$ cat src/rtl/rau_pkg.sv
// ----------------------------------------------------------------------------
// rau_pkg: shared types and constants for the rational arithmetic unit
// operation and status codes, sequencer states and the default result width
// ----------------------------------------------------------------------------
package rau_pkg;

  localparam int WIDTH_DEF = 32;

  typedef enum logic [1:0] {
    FN_ADD = 2'd0,
    FN_SUB = 2'd1,
    FN_MUL = 2'd2,
    FN_DIV = 2'd3
  } func_t;

  typedef enum logic [1:0] {
    STAT_OK   = 2'd0,
    STAT_DIV0 = 2'd1,
    STAT_OVF  = 2'd2
  } status_t;

  typedef enum logic [3:0] {
    ST_IDLE,
    ST_MUL0,
    ST_MUL1,
    ST_MUL2,
    ST_COMB,
    ST_COMB2,
    ST_CHECK,
    ST_STRIP,
    ST_GCD,
    ST_DIVN,
    ST_DIVD,
    ST_DONE
  } state_t;

endpackage

$ cat src/rtl/rational_arith_unit_core.sv
// ----------------------------------------------------------------------------
// rational_arith_unit_core: fraction add, subtract, multiply, divide, reduced
// by binary gcd on one shared 64-bit add/subtract unit, which also runs two
// divisions one quotient bit a cycle; busy stays high meanwhile; divide by
// zero returns in the cycle after start
// sync active-low reset clears sequencer and strobe; receiver cannot stall
// ----------------------------------------------------------------------------
module rational_arith_unit_core #(
  parameter int WIDTH = rau_pkg::WIDTH_DEF
) (
  input  logic                  clk,
  input  logic                  rst_n,
  input  logic                  start,
  output logic                  busy,
  input  logic [1:0]            in_func,
  input  logic signed [31:0]    in_a_num,
  input  logic [30:0]           in_a_den,
  input  logic signed [31:0]    in_b_num,
  input  logic [30:0]           in_b_den,
  output logic                  out_valid,
  output logic signed [31:0]    out_res_num,
  output logic [30:0]           out_res_den,
  output rau_pkg::status_t      out_status
);

  import rau_pkg::*;

  localparam logic [63:0] LIMIT     = (64'd1 << (WIDTH - 1)) - 64'd1;
  localparam int          DIV_STEPS = 63;
  localparam int          CW        = $clog2(DIV_STEPS);

  state_t         state_r, state_nxt;
  func_t          func_r, func_nxt;
  logic [31:0]    ma_r, ma_nxt, mb_r, mb_nxt;
  logic [30:0]    ad_r, ad_nxt, bd_r, bd_nxt;
  logic           sa_r, sa_nxt, sb_r, sb_nxt, neg_r, neg_nxt;
  logic [63:0]    n_r, n_nxt, d_r, d_nxt, t_r, t_nxt;
  logic [63:0]    u_r, u_nxt, v_r, v_nxt, rem_r, rem_nxt;
  logic [CW-1:0]  cnt_r, cnt_nxt;
  logic           out_valid_r, out_valid_nxt;
  logic [31:0]    res_num_r, res_num_nxt;
  logic [30:0]    res_den_r, res_den_nxt;
  status_t        status_r, status_nxt;

  logic [31:0]    mul_a, mul_b;
  logic [63:0]    prod;
  logic [63:0]    alu_a, alu_b;
  logic           alu_add;
  logic [64:0]    alu_res;
  logic           borrow;
  logic           sbe;
  logic [63:0]    div_src, rem_shift;
  logic [31:0]    in_ma, in_mb;
  func_t          in_fn;

  assign in_fn     = func_t'(in_func);
  assign in_ma     = in_a_num[31] ? (~in_a_num + 32'd1) : in_a_num;
  assign in_mb     = in_b_num[31] ? (~in_b_num + 32'd1) : in_b_num;
  assign sbe       = sb_r ^ (func_r == FN_SUB);
  assign div_src   = (state_r == ST_DIVN) ? n_r : d_r;
  assign rem_shift = {rem_r[62:0], div_src[62]};

  // shared multiplier, result always lands in a register
  always_comb begin
    mul_a = '0;
    mul_b = '0;
    case (state_r)
      ST_MUL0: begin
        mul_a = ma_r;
        mul_b = (func_r == FN_MUL) ? mb_r : {1'b0, bd_r};
      end
      ST_MUL1: begin
        case (func_r)
          FN_ADD, FN_SUB: begin
            mul_a = mb_r;
            mul_b = {1'b0, ad_r};
          end
          FN_MUL: begin
            mul_a = {1'b0, ad_r};
            mul_b = {1'b0, bd_r};
          end
          default: begin
            mul_a = {1'b0, ad_r};
            mul_b = mb_r;
          end
        endcase
      end
      ST_MUL2: begin
        mul_a = {1'b0, ad_r};
        mul_b = {1'b0, bd_r};
      end
      default: ;
    endcase
  end

  assign prod = mul_a * mul_b;

  // shared add / subtract unit
  always_comb begin
    alu_a   = '0;
    alu_b   = '0;
    alu_add = 1'b0;
    case (state_r)
      ST_COMB: begin
        alu_a   = n_r;
        alu_b   = t_r;
        alu_add = (sa_r == sbe);
      end
      ST_COMB2: begin
        alu_a = t_r;
        alu_b = n_r;
      end
      ST_GCD: begin
        alu_a = u_r;
        alu_b = v_r;
      end
      ST_DIVN, ST_DIVD: begin
        alu_a = rem_shift;
        alu_b = v_r;
      end
      default: ;
    endcase
    alu_res = alu_add ? ({1'b0, alu_a} + {1'b0, alu_b})
                      : ({1'b0, alu_a} - {1'b0, alu_b});
  end

  assign borrow = alu_res[64];

  always_comb begin
    state_nxt     = state_r;
    func_nxt      = func_r;
    ma_nxt        = ma_r;
    mb_nxt        = mb_r;
    ad_nxt        = ad_r;
    bd_nxt        = bd_r;
    sa_nxt        = sa_r;
    sb_nxt        = sb_r;
    neg_nxt       = neg_r;
    n_nxt         = n_r;
    d_nxt         = d_r;
    t_nxt         = t_r;
    u_nxt         = u_r;
    v_nxt         = v_r;
    rem_nxt       = rem_r;
    cnt_nxt       = cnt_r;
    out_valid_nxt = 1'b0;
    res_num_nxt   = res_num_r;
    res_den_nxt   = res_den_r;
    status_nxt    = status_r;
    case (state_r)
      ST_IDLE: begin
        if (start) begin
          func_nxt = in_fn;
          ma_nxt   = in_ma;
          mb_nxt   = in_mb;
          ad_nxt   = in_a_den;
          bd_nxt   = in_b_den;
          sa_nxt   = in_a_num[31];
          sb_nxt   = in_b_num[31];
          if (in_a_den == '0 || in_b_den == '0 || (in_fn == FN_DIV && in_b_num == '0)) begin
            out_valid_nxt = 1'b1;
            res_num_nxt   = in_a_num;
            res_den_nxt   = in_a_den;
            status_nxt    = STAT_DIV0;
          end else begin
            state_nxt = ST_MUL0;
          end
        end
      end
      ST_MUL0: begin
        n_nxt     = prod;
        state_nxt = ST_MUL1;
      end
      ST_MUL1: begin
        if (func_r == FN_ADD || func_r == FN_SUB) begin
          t_nxt     = prod;
          state_nxt = ST_MUL2;
        end else begin
          d_nxt     = prod;
          neg_nxt   = sa_r ^ sb_r;
          state_nxt = ST_CHECK;
        end
      end
      ST_MUL2: begin
        d_nxt     = prod;
        state_nxt = ST_COMB;
      end
      ST_COMB: begin
        if (alu_add || !borrow) begin
          n_nxt     = alu_res[63:0];
          neg_nxt   = sa_r;
          state_nxt = ST_CHECK;
        end else begin
          state_nxt = ST_COMB2;
        end
      end
      ST_COMB2: begin
        n_nxt     = alu_res[63:0];
        neg_nxt   = sbe;
        state_nxt = ST_CHECK;
      end
      ST_CHECK: begin
        if (n_r == '0) begin
          out_valid_nxt = 1'b1;
          res_num_nxt   = '0;
          res_den_nxt   = 31'd1;
          status_nxt    = STAT_OK;
          state_nxt     = ST_IDLE;
        end else begin
          state_nxt = ST_STRIP;
        end
      end
      ST_STRIP: begin
        // common factors of two come straight off both terms
        if (!n_r[0] && !d_r[0]) begin
          n_nxt = n_r >> 1;
          d_nxt = d_r >> 1;
        end else begin
          u_nxt     = n_r;
          v_nxt     = d_r;
          state_nxt = ST_GCD;
        end
      end
      ST_GCD: begin
        if (u_r == '0) begin
          // gcd is left in v
          rem_nxt   = '0;
          cnt_nxt   = '0;
          state_nxt = ST_DIVN;
        end else if (!u_r[0]) begin
          u_nxt = u_r >> 1;
        end else if (!v_r[0]) begin
          v_nxt = v_r >> 1;
        end else if (!borrow) begin
          u_nxt = alu_res[63:0];
        end else begin
          u_nxt = v_r;
          v_nxt = u_r;
        end
      end
      ST_DIVN, ST_DIVD: begin
        rem_nxt = borrow ? rem_shift : alu_res[63:0];
        if (state_r == ST_DIVN) begin
          n_nxt = {1'b0, n_r[61:0], ~borrow};
        end else begin
          d_nxt = {1'b0, d_r[61:0], ~borrow};
        end
        cnt_nxt = cnt_r + 1'b1;
        if (cnt_r == CW'(DIV_STEPS - 1)) begin
          rem_nxt   = '0;
          cnt_nxt   = '0;
          state_nxt = (state_r == ST_DIVN) ? ST_DIVD : ST_DONE;
        end
      end
      ST_DONE: begin
        out_valid_nxt = 1'b1;
        state_nxt     = ST_IDLE;
        if (n_r > LIMIT || d_r > LIMIT) begin
          res_num_nxt = '0;
          res_den_nxt = 31'd1;
          status_nxt  = STAT_OVF;
        end else begin
          res_num_nxt = neg_r ? (~n_r[31:0] + 32'd1) : n_r[31:0];
          res_den_nxt = d_r[30:0];
          status_nxt  = STAT_OK;
        end
      end
      default: begin
        state_nxt = ST_IDLE;
      end
    endcase
  end

  always_ff @(posedge clk) begin
    if (!rst_n) begin
      state_r     <= ST_IDLE;
      out_valid_r <= 1'b0;
    end else begin
      state_r     <= state_nxt;
      out_valid_r <= out_valid_nxt;
    end
    func_r    <= func_nxt;
    ma_r      <= ma_nxt;
    mb_r      <= mb_nxt;
    ad_r      <= ad_nxt;
    bd_r      <= bd_nxt;
    sa_r      <= sa_nxt;
    sb_r      <= sb_nxt;
    neg_r     <= neg_nxt;
    n_r       <= n_nxt;
    d_r       <= d_nxt;
    t_r       <= t_nxt;
    u_r       <= u_nxt;
    v_r       <= v_nxt;
    rem_r     <= rem_nxt;
    cnt_r     <= cnt_nxt;
    res_num_r <= res_num_nxt;
    res_den_r <= res_den_nxt;
    status_r  <= status_nxt;
  end

  assign busy        = (state_r != ST_IDLE);
  assign out_valid   = out_valid_r;
  assign out_res_num = res_num_r;
  assign out_res_den = res_den_r;
  assign out_status  = status_r;

`ifndef SYNTHESIS
  a_den_positive: assert property (@(posedge clk) disable iff (!rst_n)
    out_valid && out_status != STAT_DIV0 |-> out_res_den != '0)
    else $error("result word with zero denominator");

  a_ovf_word: assert property (@(posedge clk) disable iff (!rst_n)
    out_valid && out_status == STAT_OVF |-> out_res_num == '0 && out_res_den == 31'd1)
    else $error("overflow word not 0/1");

  a_div0_fast: assert property (@(posedge clk) disable iff (!rst_n)
    start && !busy && (in_a_den == '0 || in_b_den == '0)
    |=> out_valid && out_status == STAT_DIV0)
    else $error("zero denominator not flagged next cycle");

  a_gcd_nonzero: assert property (@(posedge clk) disable iff (!rst_n)
    state_r == ST_GCD |-> v_r != '0)
    else $error("gcd operand went to zero");

  a_zero_form: assert property (@(posedge clk) disable iff (!rst_n)
    out_valid && out_status == STAT_OK && out_res_num == '0 |-> out_res_den == 31'd1)
    else $error("zero result not given as 0/1");
`endif

endmodule

$ cat config.mk
export PLATFORM = sky130hd
export DESIGN_NAME = rational_arith_unit_core
export DESIGN_NICKNAME = d
export VERILOG_FILES = /design/src/rtl/rau_pkg.sv /design/src/rtl/rational_arith_unit_core.sv
export SDC_FILE = /design/constraint.sdc
export NUM_CORES = 2
export LEC_CHECK = 0
export BUFFER_PORTS_ARGS = -buffer_cell sky130_fd_sc_hd__buf_2
export CELL_PAD_IN_SITES_DETAIL_PLACEMENT = 0
export CELL_PAD_IN_SITES_GLOBAL_PLACEMENT = 1
export CORE_MARGIN = 4
export CORE_UTILIZATION = 35
export CTS_CLUSTER_DIAMETER = 100
export DETAILED_ROUTE_END_ITERATION = 16
export MAX_ROUTING_LAYER = met4
export PLACE_DENSITY = 0.6
export REMOVE_ABC_BUFFERS = 1
export SYNTH_ARGS = -nofsm -noshare
export SYNTH_HDL_FRONTEND = slang
export SYNTH_SLANG_ARGS = --single-unit
$ cat constraint.sdc
create_clock -name clk -period 34 [get_ports clk]
set_clock_uncertainty 0.1 [all_clocks]
set_input_delay 3.4 -clock clk [delete_from_list [all_inputs] [get_ports clk]]
set_output_delay 3.4 -clock clk [all_outputs]
set_load 0.1 [all_outputs]
==> impl_metrics.py <==
metrics = {
    "synth": {
        "yosys_warnings": 0,
        "yosys_register_bits": 590,
        "syn_area_mm2": 0.0702,
        "ys_types": 89,
        "ys.flop_type": "edfxtp_1",
        "yosysSeqAreaShare": 0.252,
        "synth_cells": 7641,
        "async_flop_share": 0,
        "avgSynthCellArea_um2": 9.19,
        "synth_edf_count": 585,
    },
    "route": {
        "firstDrtPassIters": 6,
        "drcViolationCount": 0,
        "ant_nets": 0,
        "via_per_inst": 5.77,
        "wl_per_cell_um": 29.7,
        "vias": 59336,
        "wirelength_um": 305000,
        "drt_iter0_markers": 6295,
    },
    "sta": {
        "rsz0062_at_grt": "no",
        "final_max_slew_viol_count": 0,
        "hold_viol": 0,
        "tightest_slew_ns": 1.46,
        "fmaxAchievable_mhz": 84.4,
        "period_minus_slack_ns": 11.85,
        "setup_viol": 0,
        "tns_ns": 0,
        "finalCritPeriodShare": 0.348,
        "setup_ws_ns": 22.15,
        "max-slew-margin-rel": 0.0172,
    },
    "place": {
        "port_buffers": 197,
        "dp_hpwl_um": 229000,
        "dp_slack_ns": 22.27,
        "gp_congestion": 0.954,
        "placed_cells": 10127,
    },
    "layout": {
        "layout.nets": 8909,
        "multiInputGateArea_mm2": 0.0473,
        "nFillCells": 20120,
        "fin_cells": 10277,
        "area_delta_synth_final_pct": 9.09,
        "layout-drive-gt1-share": 0.0744,
        "final-seq-area_mm2": 0.0177,
    },
    "global_routing": {
        "gr-total-overflow": 0,
        "grt_pass1_vias": 59719,
        "antenna_found_initial": 24,
        "grt_max_degree": 129,
        "grt_pass1_wl_um": 440000,
        "grt_use_total": 0.296,
    },
    "die": {
        "std_cell_rows": 164,
        "die_area_mm2": 0.208,
        "die_h_um": 456,
        "start_util": 0.352,
        "die_w_um": 456,
        "core_mm2": 0.200,
        "io_pins": 198,
    },
    "clock_tree": {
        "clock_tree.buffer_depth": 3,
        "root_buffer": "clkbuf_16",
        "cts.clk_slew.worst_paths_ns": 0.06,
        "cts_resized": 0,
        "insertion_delay_ns": 0.69,
        "post-cts-setup-buffer-count": 0,
        "cts_tree": "built",
        "cts.htree.levels": 3,
        "cts.sinks": 590,
        "cts_hold_buf": 0,
        "cts_buffers": 75,
    },
    "status": {
        "run_status": "finished clean",
    },
    "critical_path": {
        "cp-start-kind": "flop",
        "cp_slowest_cell": "a221o_1",
        "arrival_ns": 12.13,
        "crit_path_end_kind": "flop",
        "worstSetupPathType": "flop to flop",
        "required_ns": 34.28,
        "critPathMaxStageDelay_ns": 0.82,
        "cp_max_fo": 42,
        "path_common_cell": "fa_1",
    },
    "worst_hold_path": {
        "hp-class": "flop to flop",
    },
    "job": {
        "maxCapViolCount": 0,
    },
}
layer usage:
| layer | wire [µm] | global-route usage | part of all wire |
|---|---|---|---|
| met3 | 22300 | 0.0362 | 0.073 |
| met2 | 139000 | 0.455 | 0.45 |
| met1 | 129000 | 0.396 | 0.42 |
| met5 | 0 | - | 0 |
| met4 | 15100 | 0.123 | 0.049 |
worst max-delay path: cells and delay by family (launching register included):
family	cells	cell delay, ns
adder cells (fa/ha/maj)	9	4.83
AND/OR/NAND/NOR	8	2.30
AO/OA/AOI/OAI	6	1.98
buffers and inverters	5	1.29
flip-flops	1	0.71
XOR/XNOR	1	0.27
area by class of cell:
| type | instances | share of cell area |
|---|---|---|
| clock buffers | 89 | 0.0256 |
| well taps | 2656 | 0.0434 |
| inverters | 1003 | 0.0491 |
| clock inverters | 48 | 0.00573 |
| flip-flops and latches | 590 | 0.231 |
| diodes | 13 | 0.000425 |
| multi-input cells | 5533 | 0.617 |
| repair buffers | 345 | 0.0279 |
registers in the layout, summed over array words and instances, names as in the netlist, 32 cells and up:
name and cells:
d_r 64, ma_r 32, mb_r 32, n_r 64
out_res_num 32, rem_r 63, t_r 64, u_r 64
v_r 64
synthesized netlist by cell type (all sizes together) (27+ instances only):
cell type	instances	area share
a22o	68	0.0085
a221oi	37	0.0049
edfxtp	585	0.25
o211ai	33	0.0035
nor2	902	0.048
o21ai	300	0.021
nor3	50	0.0036
nand2	933	0.050
nor4	60	0.0058
nand4	58	0.0053
fa	897	0.26
o31ai	34	0.0036
mux2i	209	0.030
a211oi	37	0.0040
or3	27	0.0025
buf	93	0.0060
a22oi	120	0.013
nand3	72	0.0051
nor3b	69	0.0077
a31oi	38	0.0034
clkbuf	422	0.023
inv	1003	0.054
a21oi	385	0.027
xor2	84	0.010
and2	74	0.0066
a221o	120	0.017
a21o	79	0.0084
ha	333	0.059
nand2b	27	0.0024
xnor2	195	0.025
path summary, 6_finish.rpt:
| kind | startpoint | cells past startpoint | slack, ns | endpoint |
|---|---|---|---|---|
| worst max-delay path | state_r[0] | 29 | 22.15 | n_r[58] |
| worst min-delay path | rem_r[61] | 2 | 0.50 | rem_r[62] |
| worst max register to register | state_r[0] | 29 | 22.15 | n_r[58] |
| worst min register to register | rem_r[61] | 2 | 0.50 | rem_r[62] |
kinds of logic (layout without fill, tap and decap cells):
| family | count (synthesis) | after routing | share of synthesized area |
|---|---|---|---|
| AO/OA/AOI/OAI | 1424 | 1424 | 0.136 |
| multiplexers | 228 | 228 | 0.0328 |
| buffers and inverters | 1518 | 1485 | 0.0822 |
| AND/OR/NAND/NOR | 2372 | 2372 | 0.147 |
| other | 0 | 13 | 0 |
| flip-flops | 590 | 590 | 0.252 |
| XOR/XNOR | 279 | 279 | 0.0351 |
| adder cells (fa/ha/maj) | 1230 | 1230 | 0.315 |
layout by cell type (no fill, tap or decap), drive strengths merged, types with 20 or more instances in the layout:
cell type and instances:
a22o 68, o21bai 20, nor2b 24, and3 20, a21oi 385, inv 1010
a32oi 24, nor2 902, clkbuf 89, and2 74, a31oi 38, o211ai 33
nand2 933, a21boi 21, xnor2 195, nor3b 69, clkinv 35, mux2i 209
a221oi 37, nor4 60, edfxtp 585, or3 27, nand4 58, a21o 79
buf 345, nand3 72, fa 897, nor3 50, a221o 120, o31ai 34
nand2b 27, ha 333, a22oi 120, xor2 84, o21ai 300, a211oi 37
metrics by stage:
step                      hold WS (ns)  cell area (µm²)  utilization
after floorplan                  0.437            68200            -
after global placement           0.474            74200        0.372
after detailed placement         0.483            74200        0.372
after CTS                        0.495            76600        0.384
after global routing             0.532            76600        0.384
final                            0.496            76600        0.384
Power is not shown: default switching activity piles up to over one toggle a cycle in this logic, so the estimate is an artifact.
